<file path="src/rtl/bcsd_pkg.sv">
// Shared types, character constants and classification functions for the
// quoted-string byte-code decoder. No dependencies; every file but bcsd_if uses it.
`default_nettype none

package bcsd_pkg;

   // Character codes the parser reacts to
   localparam logic [7:0] CHAR_BANG    = 8'h21;
   localparam logic [7:0] CHAR_QUOTE   = 8'h22;
   localparam logic [7:0] CHAR_BAR     = 8'h7C;
   localparam logic [7:0] CHAR_ZERO    = 8'h30;
   localparam logic [7:0] CHAR_NINE    = 8'h39;
   localparam logic [7:0] CHAR_UPPER_A = 8'h41;
   localparam logic [7:0] CHAR_UPPER_F = 8'h46;
   localparam logic [7:0] CHAR_LOWER_A = 8'h61;
   localparam logic [7:0] CHAR_LOWER_F = 8'h66;
   localparam logic [7:0] CHAR_SPACE   = 8'h20;
   localparam logic [7:0] CHAR_TAB     = 8'h09;
   localparam logic [7:0] CHAR_CR      = 8'h0D;
   localparam logic [7:0] HEX_TEN      = 8'd10;

   // Queue between front and back
   localparam int QUEUE_DEPTH = 2;
   localparam int QUEUE_PTR_W = $clog2(QUEUE_DEPTH);
   localparam int QUEUE_CNT_W = $clog2(QUEUE_DEPTH + 1);

   // Hex digits held by the back end
   localparam logic [1:0] NIBBLES_FULL = 2'd2;

   typedef enum logic [2:0] {
      CLS_WS,
      CLS_BANG,
      CLS_QUOTE,
      CLS_BAR,
      CLS_HEX,
      CLS_OTHER
   } char_class_type;

   // One classified character as it travels through the queue
   typedef struct packed {
      char_class_type cls;
      logic [3:0]     nibble;
      logic [7:0]     char_code;
      logic           is_last;
      logic           ends_with_quote;
   } item_type;

   function automatic logic is_ws(input logic [7:0] ch);
      return (ch == CHAR_SPACE) || ((ch >= CHAR_TAB) && (ch <= CHAR_CR));
   endfunction

   function automatic logic is_hex(input logic [7:0] ch);
      return ((ch >= CHAR_ZERO) && (ch <= CHAR_NINE)) ||
             ((ch >= CHAR_UPPER_A) && (ch <= CHAR_UPPER_F)) ||
             ((ch >= CHAR_LOWER_A) && (ch <= CHAR_LOWER_F));
   endfunction

   function automatic logic [3:0] hex_nibble(input logic [7:0] ch);
      logic [7:0] sum;
      if ((ch >= CHAR_ZERO) && (ch <= CHAR_NINE)) begin
         sum = ch - CHAR_ZERO;
      end else if ((ch >= CHAR_UPPER_A) && (ch <= CHAR_UPPER_F)) begin
         sum = ch - CHAR_UPPER_A + HEX_TEN;
      end else begin
         sum = ch - CHAR_LOWER_A + HEX_TEN;
      end
      return sum[3:0];
   endfunction

   function automatic char_class_type classify(input logic [7:0] ch);
      char_class_type cls;
      if (ch == CHAR_BANG) begin
         cls = CLS_BANG;
      end else if (ch == CHAR_QUOTE) begin
         cls = CLS_QUOTE;
      end else if (ch == CHAR_BAR) begin
         cls = CLS_BAR;
      end else if (is_hex(ch)) begin
         cls = CLS_HEX;
      end else if (is_ws(ch)) begin
         cls = CLS_WS;
      end else begin
         cls = CLS_OTHER;
      end
      return cls;
   endfunction

endpackage

`default_nettype wire

</file>
<file path="src/rtl/bcsd_if.sv">
// Valid/ready channel interfaces for characters in and decoded results out.
// Depends on nothing.
`default_nettype none

interface bcsd_req_if;
   logic       valid;
   logic       ready;
   logic [7:0] char_code;
   logic       is_last;
   logic       ends_with_quote;

   modport source (output valid, output char_code, output is_last,
                   output ends_with_quote, input ready);
   modport sink   (input valid, input char_code, input is_last,
                   input ends_with_quote, output ready);
endinterface

interface bcsd_rsp_if;
   logic       valid;
   logic       ready;
   logic       byte_valid;
   logic [7:0] byte_value;
   logic       string_done;
   logic       parse_ok;
   logic       negated;

   modport source (output valid, output byte_valid, output byte_value,
                   output string_done, output parse_ok, output negated,
                   input ready);
   modport sink   (input valid, input byte_valid, input byte_value,
                   input string_done, input parse_ok, input negated,
                   output ready);
endinterface

`default_nettype wire

</file>
<file path="src/rtl/byte_code_string_decoder.sv">
// Quoted-string byte-code decoder, top level.
// Depends on bcsd_pkg, bcsd_if, bcsd_front, bcsd_queue and bcsd_back.
//
// Usage:
//   req_chan carries one character of a pattern string per beat, with
//   is_last on the final character and ends_with_quote telling whether that
//   final character is a double quote. rsp_chan returns exactly one beat per
//   character: an optional decoded byte, string_done, parse_ok and negated.
//   A character accepted on req_chan is classified and written into the queue;
//   the parser takes it from the queue head once the output register is free
//   or being drained, and registers its result, which rsp_chan then presents.
//   Throughput: one character per cycle while rsp_chan.ready stays high, set
//   by the parser step in the back end; the two-entry queue keeps the front
//   accepting while a result waits.
//   Reset (synchronous, active high) empties the queue and output register
//   and returns the parser to its start state; state also returns there after
//   every last character.
//   When the receiver stalls, the result register holds, the queue fills, and
//   req_chan.ready drops once both queue entries are occupied.
`default_nettype none

module byte_code_string_decoder (
   input  logic       clock,
   input  logic       reset,
   bcsd_req_if.sink   req_chan,
   bcsd_rsp_if.source rsp_chan
);

   logic               queue_full;
   logic               queue_not_empty;
   logic               push;
   logic               pop;
   bcsd_pkg::item_type push_item;
   bcsd_pkg::item_type head_item;

   bcsd_front u_front (
      .req_chan   (req_chan),
      .queue_full (queue_full),
      .push       (push),
      .push_item  (push_item)
   );

   bcsd_queue u_queue (
      .clock      (clock),
      .reset      (reset),
      .push       (push),
      .push_item  (push_item),
      .pop        (pop),
      .full       (queue_full),
      .not_empty  (queue_not_empty),
      .head_item  (head_item)
   );

   bcsd_back u_back (
      .clock      (clock),
      .reset      (reset),
      .not_empty  (queue_not_empty),
      .head_item  (head_item),
      .pop        (pop),
      .rsp_chan   (rsp_chan)
   );

endmodule

`default_nettype wire

</file>
<file path="src/rtl/bcsd_front.sv">
// Front end: accepts characters and classifies them for the back end.
// Depends on bcsd_pkg and bcsd_req_if.
`default_nettype none

module bcsd_front (
   bcsd_req_if.sink          req_chan,
   input  logic              queue_full,
   output logic              push,
   output bcsd_pkg::item_type push_item
);

   // Accept whenever the queue has room
   assign req_chan.ready = ~queue_full;
   assign push           = req_chan.valid & ~queue_full;

   // Classify the character and precompute its hex digit value
   always_comb begin
      push_item.cls             = bcsd_pkg::classify(req_chan.char_code);
      push_item.nibble          = bcsd_pkg::hex_nibble(req_chan.char_code);
      push_item.char_code       = req_chan.char_code;
      push_item.is_last         = req_chan.is_last;
      push_item.ends_with_quote = req_chan.ends_with_quote;
   end

endmodule

`default_nettype wire

</file>
<file path="src/rtl/bcsd_queue.sv">
// Short queue of classified characters between front and back end.
// Depends on bcsd_pkg.
`default_nettype none

module bcsd_queue (
   input  logic               clock,
   input  logic               reset,
   input  logic               push,
   input  bcsd_pkg::item_type push_item,
   input  logic               pop,
   output logic               full,
   output logic               not_empty,
   output bcsd_pkg::item_type head_item
);

   bcsd_pkg::item_type                   mem_ff [bcsd_pkg::QUEUE_DEPTH];
   logic [bcsd_pkg::QUEUE_PTR_W-1:0]     wr_ptr_ff, wr_ptr_in;
   logic [bcsd_pkg::QUEUE_PTR_W-1:0]     rd_ptr_ff, rd_ptr_in;
   logic [bcsd_pkg::QUEUE_CNT_W-1:0]     count_ff, count_in;

   assign full      = (count_ff == bcsd_pkg::QUEUE_CNT_W'(bcsd_pkg::QUEUE_DEPTH));
   assign not_empty = (count_ff != '0);
   assign head_item = mem_ff[rd_ptr_ff];

   // Advance pointers and occupancy
   always_comb begin
      wr_ptr_in = push ? wr_ptr_ff + 1'b1 : wr_ptr_ff;
      rd_ptr_in = pop  ? rd_ptr_ff + 1'b1 : rd_ptr_ff;
      count_in  = count_ff;
      if (push && !pop) begin
         count_in = count_ff + 1'b1;
      end else if (pop && !push) begin
         count_in = count_ff - 1'b1;
      end
   end

   always_ff @(posedge clock) begin
      if (reset) begin
         wr_ptr_ff <= '0;
         rd_ptr_ff <= '0;
         count_ff  <= '0;
      end else begin
         wr_ptr_ff <= wr_ptr_in;
         rd_ptr_ff <= rd_ptr_in;
         count_ff  <= count_in;
      end
   end

   // Store the incoming beat
   always_ff @(posedge clock) begin
      if (push) begin
         mem_ff[wr_ptr_ff] <= push_item;
      end
   end

   a_no_overflow: assert property (@(posedge clock) disable iff (reset)
      full |-> !push)
      else $error("queue written while full");

   a_no_underflow: assert property (@(posedge clock) disable iff (reset)
      !not_empty |-> !pop)
      else $error("queue read while empty");

endmodule

`default_nettype wire

</file>
<file path="src/rtl/bcsd_back.sv">
// Back end: runs the string parser on classified characters and holds the
// result in an output register. Depends on bcsd_pkg and bcsd_rsp_if.
`default_nettype none

module bcsd_back (
   input  logic               clock,
   input  logic               reset,
   input  logic               not_empty,
   input  bcsd_pkg::item_type head_item,
   output logic               pop,
   bcsd_rsp_if.source         rsp_chan
);

   typedef enum logic [1:0] {
      MODE_START,
      MODE_BANG,
      MODE_TEXT,
      MODE_HEX
   } mode_type;

   mode_type   mode_ff, mode_in;
   logic [7:0] acc_ff, acc_in;
   logic [1:0] nib_ff, nib_in;
   logic       neg_ff, neg_in;
   logic       err_ff, err_in;

   logic       out_valid_ff;
   logic       byte_valid_ff, byte_valid_in;
   logic [7:0] byte_value_ff, byte_value_in;
   logic       done_ff;
   logic       ok_ff, ok_in;
   logic       negated_ff, negated_in;

   // Take the head beat when the output register is free or being drained
   assign pop = not_empty & (~out_valid_ff | rsp_chan.ready);

   // Parser step for one character
   always_comb begin
      mode_in       = mode_ff;
      acc_in        = acc_ff;
      nib_in        = nib_ff;
      neg_in        = neg_ff;
      err_in        = err_ff;
      byte_valid_in = 1'b0;
      byte_value_in = '0;
      if (!err_ff) begin
         case (mode_ff)
            MODE_START, MODE_BANG: begin
               if (mode_ff == MODE_START && head_item.cls == bcsd_pkg::CLS_BANG) begin
                  neg_in  = 1'b1;
                  mode_in = MODE_BANG;
               end else if (head_item.cls == bcsd_pkg::CLS_QUOTE &&
                            head_item.ends_with_quote) begin
                  mode_in = MODE_TEXT;
               end else if (head_item.cls != bcsd_pkg::CLS_WS) begin
                  err_in = 1'b1;
               end
            end
            MODE_TEXT: begin
               // closing quote is dropped
               if (!head_item.is_last) begin
                  if (head_item.cls == bcsd_pkg::CLS_BAR) begin
                     acc_in  = '0;
                     nib_in  = '0;
                     mode_in = MODE_HEX;
                  end else begin
                     byte_valid_in = 1'b1;
                     byte_value_in = head_item.char_code;
                  end
               end
            end
            MODE_HEX: begin
               if (!head_item.is_last) begin
                  case (head_item.cls)
                     bcsd_pkg::CLS_BAR: begin
                        if (nib_ff != '0) begin
                           byte_valid_in = 1'b1;
                           byte_value_in = acc_ff;
                        end
                        mode_in = MODE_TEXT;
                     end
                     bcsd_pkg::CLS_HEX: begin
                        // flush a full pair before starting the next one
                        if (nib_ff >= bcsd_pkg::NIBBLES_FULL) begin
                           byte_valid_in = 1'b1;
                           byte_value_in = acc_ff;
                           acc_in        = {4'd0, head_item.nibble};
                           nib_in        = 2'd1;
                        end else begin
                           acc_in = {acc_ff[3:0], head_item.nibble};
                           nib_in = nib_ff + 1'b1;
                        end
                     end
                     bcsd_pkg::CLS_WS: begin
                        if (nib_ff != '0) begin
                           byte_valid_in = 1'b1;
                           byte_value_in = acc_ff;
                           acc_in        = '0;
                           nib_in        = '0;
                        end
                     end
                     default: begin
                        err_in = 1'b1;
                     end
                  endcase
               end
            end
            default: begin
               mode_in = MODE_START;
            end
         endcase
      end
      ok_in      = ~err_in;
      negated_in = neg_in;
   end

   // Hold parser state and the result register; drop state back to reset
   // after the last character
   always_ff @(posedge clock) begin
      if (reset) begin
         mode_ff       <= MODE_START;
         acc_ff        <= '0;
         nib_ff        <= '0;
         neg_ff        <= 1'b0;
         err_ff        <= 1'b0;
         out_valid_ff  <= 1'b0;
         byte_valid_ff <= 1'b0;
         byte_value_ff <= '0;
         done_ff       <= 1'b0;
         ok_ff         <= 1'b0;
         negated_ff    <= 1'b0;
      end else begin
         if (pop) begin
            if (head_item.is_last) begin
               mode_ff <= MODE_START;
               acc_ff  <= '0;
               nib_ff  <= '0;
               neg_ff  <= 1'b0;
               err_ff  <= 1'b0;
            end else begin
               mode_ff <= mode_in;
               acc_ff  <= acc_in;
               nib_ff  <= nib_in;
               neg_ff  <= neg_in;
               err_ff  <= err_in;
            end
            out_valid_ff  <= 1'b1;
            byte_valid_ff <= byte_valid_in;
            byte_value_ff <= byte_value_in;
            done_ff       <= head_item.is_last;
            ok_ff         <= ok_in;
            negated_ff    <= negated_in;
         end else if (rsp_chan.ready) begin
            out_valid_ff <= 1'b0;
         end
      end
   end

   assign rsp_chan.valid       = out_valid_ff;
   assign rsp_chan.byte_valid  = byte_valid_ff;
   assign rsp_chan.byte_value  = byte_value_ff;
   assign rsp_chan.string_done = done_ff;
   assign rsp_chan.parse_ok    = ok_ff;
   assign rsp_chan.negated     = negated_ff;

   a_nib_range: assert property (@(posedge clock) disable iff (reset)
      nib_ff <= bcsd_pkg::NIBBLES_FULL)
      else $error("hex digit count out of range");

   a_byte_implies_ok: assert property (@(posedge clock) disable iff (reset)
      out_valid_ff && byte_valid_ff |-> ok_ff)
      else $error("byte emitted on an errored string");

   a_clear_after_last: assert property (@(posedge clock) disable iff (reset)
      pop && head_item.is_last |=> mode_ff == MODE_START && !err_ff && !neg_ff)
      else $error("parser state not cleared at end of string");

endmodule

`default_nettype wire
</file>
<file path="src/flat_wrapper.sv">
// flat-port wrapper written by rule: the top's interface ports become plain ports
module byte_code_string_decoder_flat 
  (clock, reset, req_chan_valid, req_chan_char_code, req_chan_is_last, req_chan_ends_with_quote, req_chan_ready, rsp_chan_valid, rsp_chan_byte_valid, rsp_chan_byte_value, rsp_chan_string_done, rsp_chan_parse_ok, rsp_chan_negated, rsp_chan_ready);
  bcsd_req_if req_chan_i ();
  bcsd_rsp_if rsp_chan_i ();
  input  logic clock;
  input  logic reset;
  input wire logic [$bits(req_chan_i.valid)-1:0] req_chan_valid;
  input wire logic [$bits(req_chan_i.char_code)-1:0] req_chan_char_code;
  input wire logic [$bits(req_chan_i.is_last)-1:0] req_chan_is_last;
  input wire logic [$bits(req_chan_i.ends_with_quote)-1:0] req_chan_ends_with_quote;
  output wire logic [$bits(req_chan_i.ready)-1:0] req_chan_ready;
  output wire logic [$bits(rsp_chan_i.valid)-1:0] rsp_chan_valid;
  output wire logic [$bits(rsp_chan_i.byte_valid)-1:0] rsp_chan_byte_valid;
  output wire logic [$bits(rsp_chan_i.byte_value)-1:0] rsp_chan_byte_value;
  output wire logic [$bits(rsp_chan_i.string_done)-1:0] rsp_chan_string_done;
  output wire logic [$bits(rsp_chan_i.parse_ok)-1:0] rsp_chan_parse_ok;
  output wire logic [$bits(rsp_chan_i.negated)-1:0] rsp_chan_negated;
  input wire logic [$bits(rsp_chan_i.ready)-1:0] rsp_chan_ready;
  assign req_chan_i.valid = req_chan_valid;
  assign req_chan_i.char_code = req_chan_char_code;
  assign req_chan_i.is_last = req_chan_is_last;
  assign req_chan_i.ends_with_quote = req_chan_ends_with_quote;
  assign req_chan_ready = req_chan_i.ready;
  assign rsp_chan_valid = rsp_chan_i.valid;
  assign rsp_chan_byte_valid = rsp_chan_i.byte_valid;
  assign rsp_chan_byte_value = rsp_chan_i.byte_value;
  assign rsp_chan_string_done = rsp_chan_i.string_done;
  assign rsp_chan_parse_ok = rsp_chan_i.parse_ok;
  assign rsp_chan_negated = rsp_chan_i.negated;
  assign rsp_chan_i.ready = rsp_chan_ready;
  byte_code_string_decoder u_core (.clock(clock), .reset(reset), .req_chan(req_chan_i), .rsp_chan(rsp_chan_i));
endmodule
</file>
<file path="config.mk">
export PLATFORM = sky130hd
export DESIGN_NAME = byte_code_string_decoder_flat
export DESIGN_NICKNAME = d
export VERILOG_FILES = /design/src/rtl/bcsd_pkg.sv /design/src/rtl/bcsd_if.sv /design/src/rtl/byte_code_string_decoder.sv /design/src/rtl/bcsd_front.sv /design/src/rtl/bcsd_queue.sv /design/src/rtl/bcsd_back.sv /design/src/flat_wrapper.sv
export SDC_FILE = /design/constraint.sdc
export NUM_CORES = 1
export LEC_CHECK = 0
export BUFFER_PORTS_ARGS = -buffer_cell sky130_fd_sc_hd__buf_4
export CORE_MARGIN = 2
export CORE_UTILIZATION = 35
export CTS_BUF_LIST = sky130_fd_sc_hd__clkbuf_4 sky130_fd_sc_hd__clkbuf_8 sky130_fd_sc_hd__clkbuf_16
export CTS_CLUSTER_SIZE = 10
export DETAILED_ROUTE_END_ITERATION = 7
export GPL_TIMING_DRIVEN = 0
export SYNTH_ARGS = -nofsm -noshare
export SYNTH_HDL_FRONTEND = slang
export SYNTH_SLANG_ARGS = --single-unit
</file>
<file path="constraint.sdc">
create_clock -name clock -period 2.8 [get_ports clock]
set_input_delay 0.42 -clock clock [delete_from_list [all_inputs] [get_ports clock]]
set_output_delay 0.42 -clock clock [all_outputs]
set_load 0.01 [all_outputs]
</file>
==> impl_metrics.toml, run 1 <==
[status]
status = "finished, final reports clean"

[route]
ant_nets = 0
viasPerCell = 5.33
drc_errors = 0
first_iter_violations = 124
wl_per_cell_um = 15.8
dr.pass1.iters = 4
vias = 2229
totalWireLength_mm = 6.60

[sta]
period_needed_ns = 2.29
hold_viol_final = 0
rsz0062_at_grt = "false"
hold_ws_ns = 0.269
tightest_slew_ns = 0.895
maxSlewViolCount = 0
max_freq_ghz = 0.438
finalSetupTns_ns = 0
setup_viol = 0
clock_skew_ns = 0.00671
relSlewSlack = 0.403
post-route-period-util = 0.816

[die]
dieArea_um2 = 9630
start_util = 0.358
ios = 28
die_h_um = 98.2
core_um2 = 8680
num_rows = 34
die_w_um = 98.2

[pwr]
p_comb_frac = 0.307
clkPwrFrac = 0.258
p_leak_nw = 1.28
vdd_drop_max_mv = 0.256
finalPower_mw = 2.84
pwr-share-seq = 0.435
swShare = 0.345
switching_power_mw = 0.981
p_per_area_nw_per_um2 = 780
p_int_mw = 1.86

[cells_and_area]
final_nets = 325
antenna_cells = 0
area_growth_pct = 17.4
fill_cells = 848
layout.cells.non_filler = 418
drive_gt1_frac = 0.239

[grt]
grt_pass1_wl_mm = 11.0
grt_max_degree = 18
grt_pass1_vias = 2212
grt_antenna_before_repair = 0
groute.usage.overall = 0.145
grt_overflow = 0

[yosys]
ys_ff_latch = 66
yosysTopAreaCell = "edfxtp_1"
synth.avg_cell_area_um2 = 11.7
synthTopCellsByArea = "edfxtp_1, dfxtp_1, mux2_2"
synth_cells = 266
ys_types = 57
yosysWarnings = 0
syn-num-nets = 286
syn_area_um2 = 3100
ys.flop_type = "edfxtp_1"
async_flop_share = 0
synth_enable_flop_cells = 34
synth_top_area_frac = 0.329
ys_seq_area_frac = 0.535

[clock_tree]
post_cts_resized = 0
cts_root_buffer = "clkbuf_8"
path_clk_slew_ns = 0.08
cts_buffers = 9
ctsHoldBuffers = 0
post-cts-setup-buffer-count = 0
cts_tree = "yes"
cts_max_level = 3
clock_sinks = 66
cts_buffer_depth = 2
clkLatencyLatePin_ns = 0.34

[setup_path]
critPathCaptureType = "flip-flop"
critPathArrivalTime_ns = 2.56
worstPathMaxFanout = 10
worstSetupStartpointType = "flip-flop"
crit_type = "reg2reg"
worstPathRequired_ns = 3.07

[placement]
io_buffers = 27
dp_hpwl_mm = 4.71
gp_congestion = 0.836
dp_cells = 402

[job]
drv_cap = 0

[hold_path]
hold_class = "in2reg"
[power by group through the flow]
stage,sequential [mW],combinational [mW],clock (mW)
global route,1.25,0.958,0.810
floorplan,1.24,0.627,0
finish,1.23,0.871,0.734
global placement,1.25,0.846,0
CTS,1.24,0.879,0.761
detailed placement,1.26,0.876,0
[layout by cell type, fill, tap and decap left out, types with 3 or more instances in the layout]
| cell type | count |
|---|---|
| a211oi_1 | 4 |
| a21oi_1 | 6 |
| a221oi_2 | 3 |
| a222oi_1 | 8 |
| a22oi_1 | 5 |
| a31oi_1 | 5 |
| and2_1 | 3 |
| buf_2 | 4 |
| buf_4 | 27 |
| clkbuf_1 | 6 |
| clkbuf_8 | 9 |
| dfxtp_1 | 32 |
| edfxtp_1 | 34 |
| ha_1 | 6 |
| inv_1 | 5 |
| mux2_2 | 11 |
| mux2i_1 | 7 |
| nand2_1 | 13 |
| nand2b_1 | 12 |
| nor2_1 | 29 |
| nor2b_1 | 5 |
| nor3_1 | 6 |
| nor3b_1 | 3 |
| o21ai_0 | 5 |
| o22ai_1 | 4 |
| xor2_1 | 5 |
[metrics by stage]
step | utilization | instance area, um^2 | setup WS [ns]
6_report | 0.420 | 3640 | 0.515
3_3_place_gp | 0.396 | 3440 | 0.330
5_1_grt | 0.420 | 3640 | 0.312
4_1_cts | 0.420 | 3640 | 0.500
3_5_place_dp | 0.399 | 3460 | 0.424
2_1_floorplan | - | 3100 | 0.816
[synth_stat cells, types with 2 or more instances]
cell type and n:
o21a_1 2, mux2_2 11, a222oi_1 8, a31o_1 2
o211ai_1 2, a31oi_1 5, ha_1 6, nand4_1 2
o21ai_0 5, xor2_1 5, nor3b_1 3, nand2_1 13
nor3_1 6, buf_2 4, nand3_1 2, a211oi_1 4
a22oi_1 5, a221oi_2 3, xnor2_1 2, edfxtp_1 34
nor2_1 30, and3_1 2, o22ai_1 4, and2_1 3
nor4b_1 2, nor4_1 2, inv_1 5, buf_6 2
clkbuf_1 6, mux2i_1 7, nor2b_1 5, a22o_1 2
nand2b_1 12, a21oi_1 6, dfxtp_1 32
[cell type report]
type / count / area, um^2 / area share
Buffer: 12 / 65.1 / 0.0179
Multi-Input combinational cell: 183 / 1360 / 0.373
Clock inverter: 7 / 61.3 / 0.0168
Timing Repair Buffer: 28 / 218 / 0.0598
Tap cell: 108 / 135 / 0.0371
Clock buffer: 9 / 124 / 0.0340
Sequential cell: 66 / 1660 / 0.456
Inverter: 5 / 18.8 / 0.00515
[final timing paths]
| path | depth (start not counted) | slack, ns | to | startpoint |
|---|---|---|---|---|
| hold reg to reg | 2 | 0.47 | u_core.u_back.rsp_chan.byte_valid | u_core.u_back.rsp_chan.byte_valid |
| hold / removal | 1 | 0.27 | u_core.u_queue.mem_ff[1][0] | req_chan_ends_with_quote |
| setup / recovery | 7 | 0.51 | u_core.u_queue.count_ff[1] | u_core.u_queue.count_ff[0] |
| setup reg to reg | 7 | 0.51 | u_core.u_queue.count_ff[1] | u_core.u_queue.count_ff[0] |
[worst max-delay path, cell delays in order (launching register included)]
cell and delay (ns):
dfxtp_1 0.30, clkbuf_1 0.17, o21ai_0 0.32, buf_2 0.34, buf_2 0.29, ha_1 0.30
or3_1 0.37, a21oi_1 0.13
[sequential cells by signal, indices dropped and copies added, names as in the netlist, named ones only]
register and flops:
u_core.u_back.rsp_chan.negated 1, u_core.u_back.rsp_chan.byte_valid 1, u_core.u_back.neg_ff 1, u_core.u_back.rsp_chan.parse_ok 1, u_core.u_back.rsp_chan.valid 1, u_core.u_back.err_ff 1, u_core.u_queue.rd_ptr_ff 1, u_core.u_back.mode_ff 2
u_core.u_back.rsp_chan.string_done 1, u_core.u_queue.count_ff 2, u_core.u_queue.wr_ptr_ff 1, u_core.u_back.rsp_chan.byte_value 8, u_core.u_queue.mem_ff 34, u_core.u_back.nib_ff 2, u_core.u_back.acc_ff 8
[per-layer routing]
metal | track usage | routed length (um) | vias up
met1 | 0.188 | 3140 | 1094
met2 | 0.238 | 3160 | 41
met5 | 0 | 0 | -
met4 | 0.0358 | 45 | 0
met3 | 0.0444 | 265 | 4
li1 | - | - | 1090
[logic make-up (layout without fill, tap and decap cells)]
family / after synthesis / count (layout) / synth area share
buf+inv: 17 / 61 / 0.0270
compound gates: 60 / 60 / 0.171
xor+xnor: 7 / 7 / 0.0198
simple gates: 91 / 91 / 0.156
flops: 66 / 66 / 0.535
fa+ha+maj: 6 / 6 / 0.0242
mux: 19 / 19 / 0.0669
Note: power is estimated with default switching activity, not from simulation.
==> inputs of run 2 (changes only) <==
clock period = 2.24 ns   (was 2.8 ns; I/O delays follow)
==> run 2 against run 1 <==
Sequential share of layout area fell by 0.25 points. Critical path depth fell by 1. Via count is the same. Largest cell class unchanged.
==> impl_metrics.toml, run 2 (same netlist as run 1, synthesis figures left out) <==
[pwr]
vdd_drop_max_mv = 0.334
finalPower_mw = 3.59
switching_power_mw = 1.24
swShare = 0.345
pwr-share-seq = 0.432
p_leak_nw = 1.29
p_int_mw = 2.35
clkPwrFrac = 0.257
p_comb_frac = 0.310
p_per_area_nw_per_um2 = 979

[route]
viasPerCell = 5.33
ant_nets = 0
vias = 2229
dr.pass1.iters = 7
first_iter_violations = 156
totalWireLength_mm = 6.60
drc_errors = 0
wl_per_cell_um = 15.8

[setup_path]
worstPathMaxFanout = 10
worstPathRequired_ns = 2.52
critical_path.top_delay_family = "compound AO/OA/AOI/OAI gates"
critPathArrivalTime_ns = 2.36
cp_cell_sequence = "buf_6 > nor3_1 > nor2_1 > a2111oi_4 > a222oi_1 > nor2_1"
slowest_stage = "a2111oi_4"
worstSetupStartpointType = "flip-flop"
max_stage_delay_ns = 0.65
crit_type = "reg2reg"
worst_path_most_repeated_cell = "nor2_1"
critPathCaptureType = "flip-flop"
crit_buf_inv = 1

[hold_path]
hold_class = "in2reg"
hold_start = "req_chan_is_last"

[grt]
grt_antenna_before_repair = 0
grt_pass1_wl_mm = 11.0
grt_max_degree = 18
grt_overflow = 0
grtUsageMet1 = 0.187
grt.met2_usage = 0.238
met3_usage = 0.0444
grt.busiest_layer = "met2"
grt_pass1_vias = 2210
groute.usage.overall = 0.144

[clock_tree]
path_clk_slew_ns = 0.08
post-cts-setup-buffer-count = 0
cts_root_buffer = "clkbuf_8"
clkLatencyLatePin_ns = 0.34
cts_buffer_depth = 2
ctsHoldBuffers = 0
clock_sinks = 66
cts_max_level = 3
cts_buffers = 9
cts_tree = "yes"

[sta]
tightest_slew_ns = 0.885
postLayoutSetupSlackWorst_ns = 0.160
hold_ws_ns = 0.182
period_needed_ns = 2.08
max_freq_ghz = 0.481
post-route-period-util = 0.929
finalSetupTns_ns = 0
rsz0062_at_grt = "false"
setup_viol = 0
maxSlewViolCount = 0
hold_viol_final = 0
relSlewSlack = 0.410
clock_skew_ns = 0.00732

[cells_and_area]
antenna_cells = 0
fill_cells = 848
regMostFlops = "u_core.u_queue.mem_ff"
layout_common_cells = "edfxtp_1, dfxtp_1, nor2_1"
multi_input_area_um2 = 1370
largest_reg_flops = 34
area_growth_pct = 18.1
final_nets = 325
layout_commonest_cell = "edfxtp_1"
drive_gt1_frac = 0.245
regArea_um2 = 1660
utilization = 0.422

[placement]
io_buffers = 27
dp_hpwl_mm = 4.71
dpl_worst_slack_ns = -0.0522
gp_congestion = 0.836

[job]
drv_cap = 0

[die]
core_um2 = 8680
die_w_um = 98.2
num_rows = 34
start_util = 0.358
ios = 28
dieArea_um2 = 9630
die_h_um = 98.2

[status]
status = "finished, final reports clean"
[run 2: cell types whose count changed in the layout (fill, tap and decap cells not counted), sizes merged]
cell and change:
buf -1, clkbuf +1
[run 2: timing repair]
item / 4_1_cts / 5_1_grt
pin swaps: 0 / 0
endpoints found under the setup margin: 1 / 13
gates resized for setup: 1 / 6
[run 2: path summary, 6_finish.rpt]
kind / endpoint / slack [ns] / cells past startpoint
setup / recovery: u_core.u_back.rsp_chan.byte_value[5] / 0.16 / 6
hold / removal: u_core.u_queue.mem_ff[1][1] / 0.18 / 1
setup reg to reg: u_core.u_back.rsp_chan.byte_value[5] / 0.16 / 6
hold reg to reg: u_core.u_back.rsp_chan.byte_valid / 0.47 / 2
[run 2: area by class of cell]
class                      instances  share of cell area
clock buffer                       9              0.0338
multi-input combinational        183               0.375
inverter                           5             0.00512
tap                              108              0.0369
timing repair buffer              28              0.0594
buffer                            12              0.0195
sequential                        66               0.454
clock inverter                     7              0.0167
[run 2: metal layers]
| layer | vias up | part of all wire |
|---|---|---|
| met5 | - | 0 |
| met4 | 0 | 0.0068 |
| met3 | 4 | 0.040 |
| met2 | 45 | 0.48 |
| met1 | 1088 | 0.47 |
| li1 | 1092 | - |
[run 2: through the flow]
step	cells	cell area, um^2
global route	418	3660
global placement	401	3440
detailed placement	402	3460
floorplan	266	3100
CTS	418	3650
finish	418	3660
[run 2: power by group through the flow]
stage	Clock (mW)	Sequential (mW)	Combinational, mW
finish	0.923	1.55	1.11
global route	1.01	1.57	1.22
CTS	0.951	1.54	1.11
detailed placement	0	1.57	1.10
global placement	0	1.57	1.06
floorplan	0	1.56	0.784
==> inputs of run 3 (changes only) <==
REMOVE_ABC_BUFFERS = 1   (was default)
==> run 3 against run 2 <==
Final area is 0.48% higher. Non-clock buffer count decreased by 11. Flip-flop and latch count stayed put. Clock power grew 34%. Die area is the same. Combinational power decreased by 11%. Via count fell by 0.54%. Cell count fell by 2.6%. Clock skew is 0.0022 ns lower. Critical path depth decreased by 1. Utilization up 0.20 points. Routed wire length shrank 0.44%. Critical endpoint is now u_core.u_back.rsp_chan.byte_value[7]. Largest power group unchanged.
==> impl_metrics.toml, run 3 (same netlist as run 1, synthesis figures left out) <==
[status]
status = "finished, final reports clean"

[die]
die_h_um = 98.2
start_util = 0.358
num_rows = 34
ios = 28
dieArea_um2 = 9630
die_w_um = 98.2
core_um2 = 8680

[job]
drv_cap = 0

[clock_tree]
cts_buffer_depth = 2
cts_tree = "yes"
cts_max_level = 3
ctsHoldBuffers = 0
cts_root_buffer = "clkbuf_8"
clkLatencyLatePin_ns = 0.34
path_clk_slew_ns = 0.07
clock_sinks = 66
cts_buffers = 9

[cells_and_area]
layout_commonest_cell = "edfxtp_1"
fill_cells = 836
antenna_cells = 0
largest_reg_flops = 34
regMostFlops = "u_core.u_queue.mem_ff"
final_cell_area_um2 = 3680
layout_common_cells = "edfxtp_1, dfxtp_1, nor2_1"
layout.cells.non_filler = 407
final_nets = 314
area_growth_pct = 18.6
drive_gt1_frac = 0.244
utilization = 0.424

[route]
dr.pass1.iters = 7
ant_nets = 0
totalWireLength_mm = 6.57
first_iter_violations = 194
drc_errors = 0
wl_per_cell_um = 16.1
viasPerCell = 5.45
vias = 2217

[grt]
grt_overflow = 0
groute.usage.overall = 0.142
grt_max_degree = 34
grt_pass1_wl_mm = 10.6
grt_antenna_before_repair = 0
grt_pass1_vias = 2075

[placement]
io_buffers = 27
place_area_um2 = 3400
gp_congestion = 0.824
dpl_worst_slack_ns = -0.596
dp_hpwl_mm = 4.41
dp_cells = 390

[pwr]
p_per_area_nw_per_um2 = 1050
p_leak_nw = 1.30
finalPower_mw = 3.85
vdd_drop_max_mv = 0.374

[hold_path]
hold_start = "req_chan_is_last"
hold_class = "in2reg"

[setup_path]
crit_type = "reg2reg"
critPathCaptureType = "flip-flop"
worstPathRequired_ns = 2.52
worstPathMaxFanout = 24
critPathArrivalTime_ns = 2.38
worstSetupStartpointType = "flip-flop"

[sta]
period_needed_ns = 2.10
clock_skew_ns = 0.00511
post-route-period-util = 0.938
setup_viol = 0
finalSetupTns_ns = 0
postLayoutSetupSlackWorst_ns = 0.138
max_freq_ghz = 0.476
rsz0062_at_grt = "false"
tightest_slew_ns = 0.900
hold_viol_final = 0
maxSlewViolCount = 0
relSlewSlack = 0.400
hold_ws_ns = 0.180
-- run 3: path summary, 6_finish.rpt --
path,endpoint,slack [ns],depth (start not counted)
max reg2reg,u_core.u_back.rsp_chan.byte_value[7],0.14,5
min,u_core.u_queue.mem_ff[1][1],0.18,1
max,u_core.u_back.rsp_chan.byte_value[7],0.14,5
min reg2reg,u_core.u_back.rsp_chan.byte_valid,0.46,2
-- run 3: timing repair --
| action | 4_1_cts | 5_1_grt |
|---|---|---|
| pin swaps | 0 | 1 |
| setup buffers | 0 | 1 |
| gates resized for setup | 3 | 3 |
| setup endpoints to repair | 23 | 12 |
-- run 3: layout make-up --
cell class | instances | area [um^2] | share of cell area
sequential | 66 | 1670 | 0.452
timing repair buffer | 29 | 225 | 0.0612
tap | 108 | 135 | 0.0367
inverter | 5 | 18.8 | 0.00510
clock buffer | 10 | 138 | 0.0374
multi-input combinational | 183 | 1390 | 0.377
clock inverter | 6 | 113 | 0.0306
-- run 3: where the power goes --
group / total (mW) / switching [mW] / internal [mW]
clock: 1.24 / 0.463 / 0.773
sequential: 1.63 / 0.168 / 1.46
combinational: 0.989 / 0.557 / 0.431
total: 3.85 / 1.19 / 2.66
-- run 3: worst max-delay path: stages (launching register included) --
cell and delay, ns:
dfxtp_4 0.55, mux2i_4 0.47, and2_1 0.39, and3_2 0.38, a222oi_1 0.12, nor2_1 0.12
-- run 3: per-layer routing --
metal  share of wire  routed length, um  GRT usage  vias up
li1                -                  -          -     1075
met1            0.46               2990      0.185     1088
met2            0.48               3180      0.225       52
met3           0.054                355     0.0494        2
met4          0.0061                 40     0.0421        0
met5               0                  0          0        -
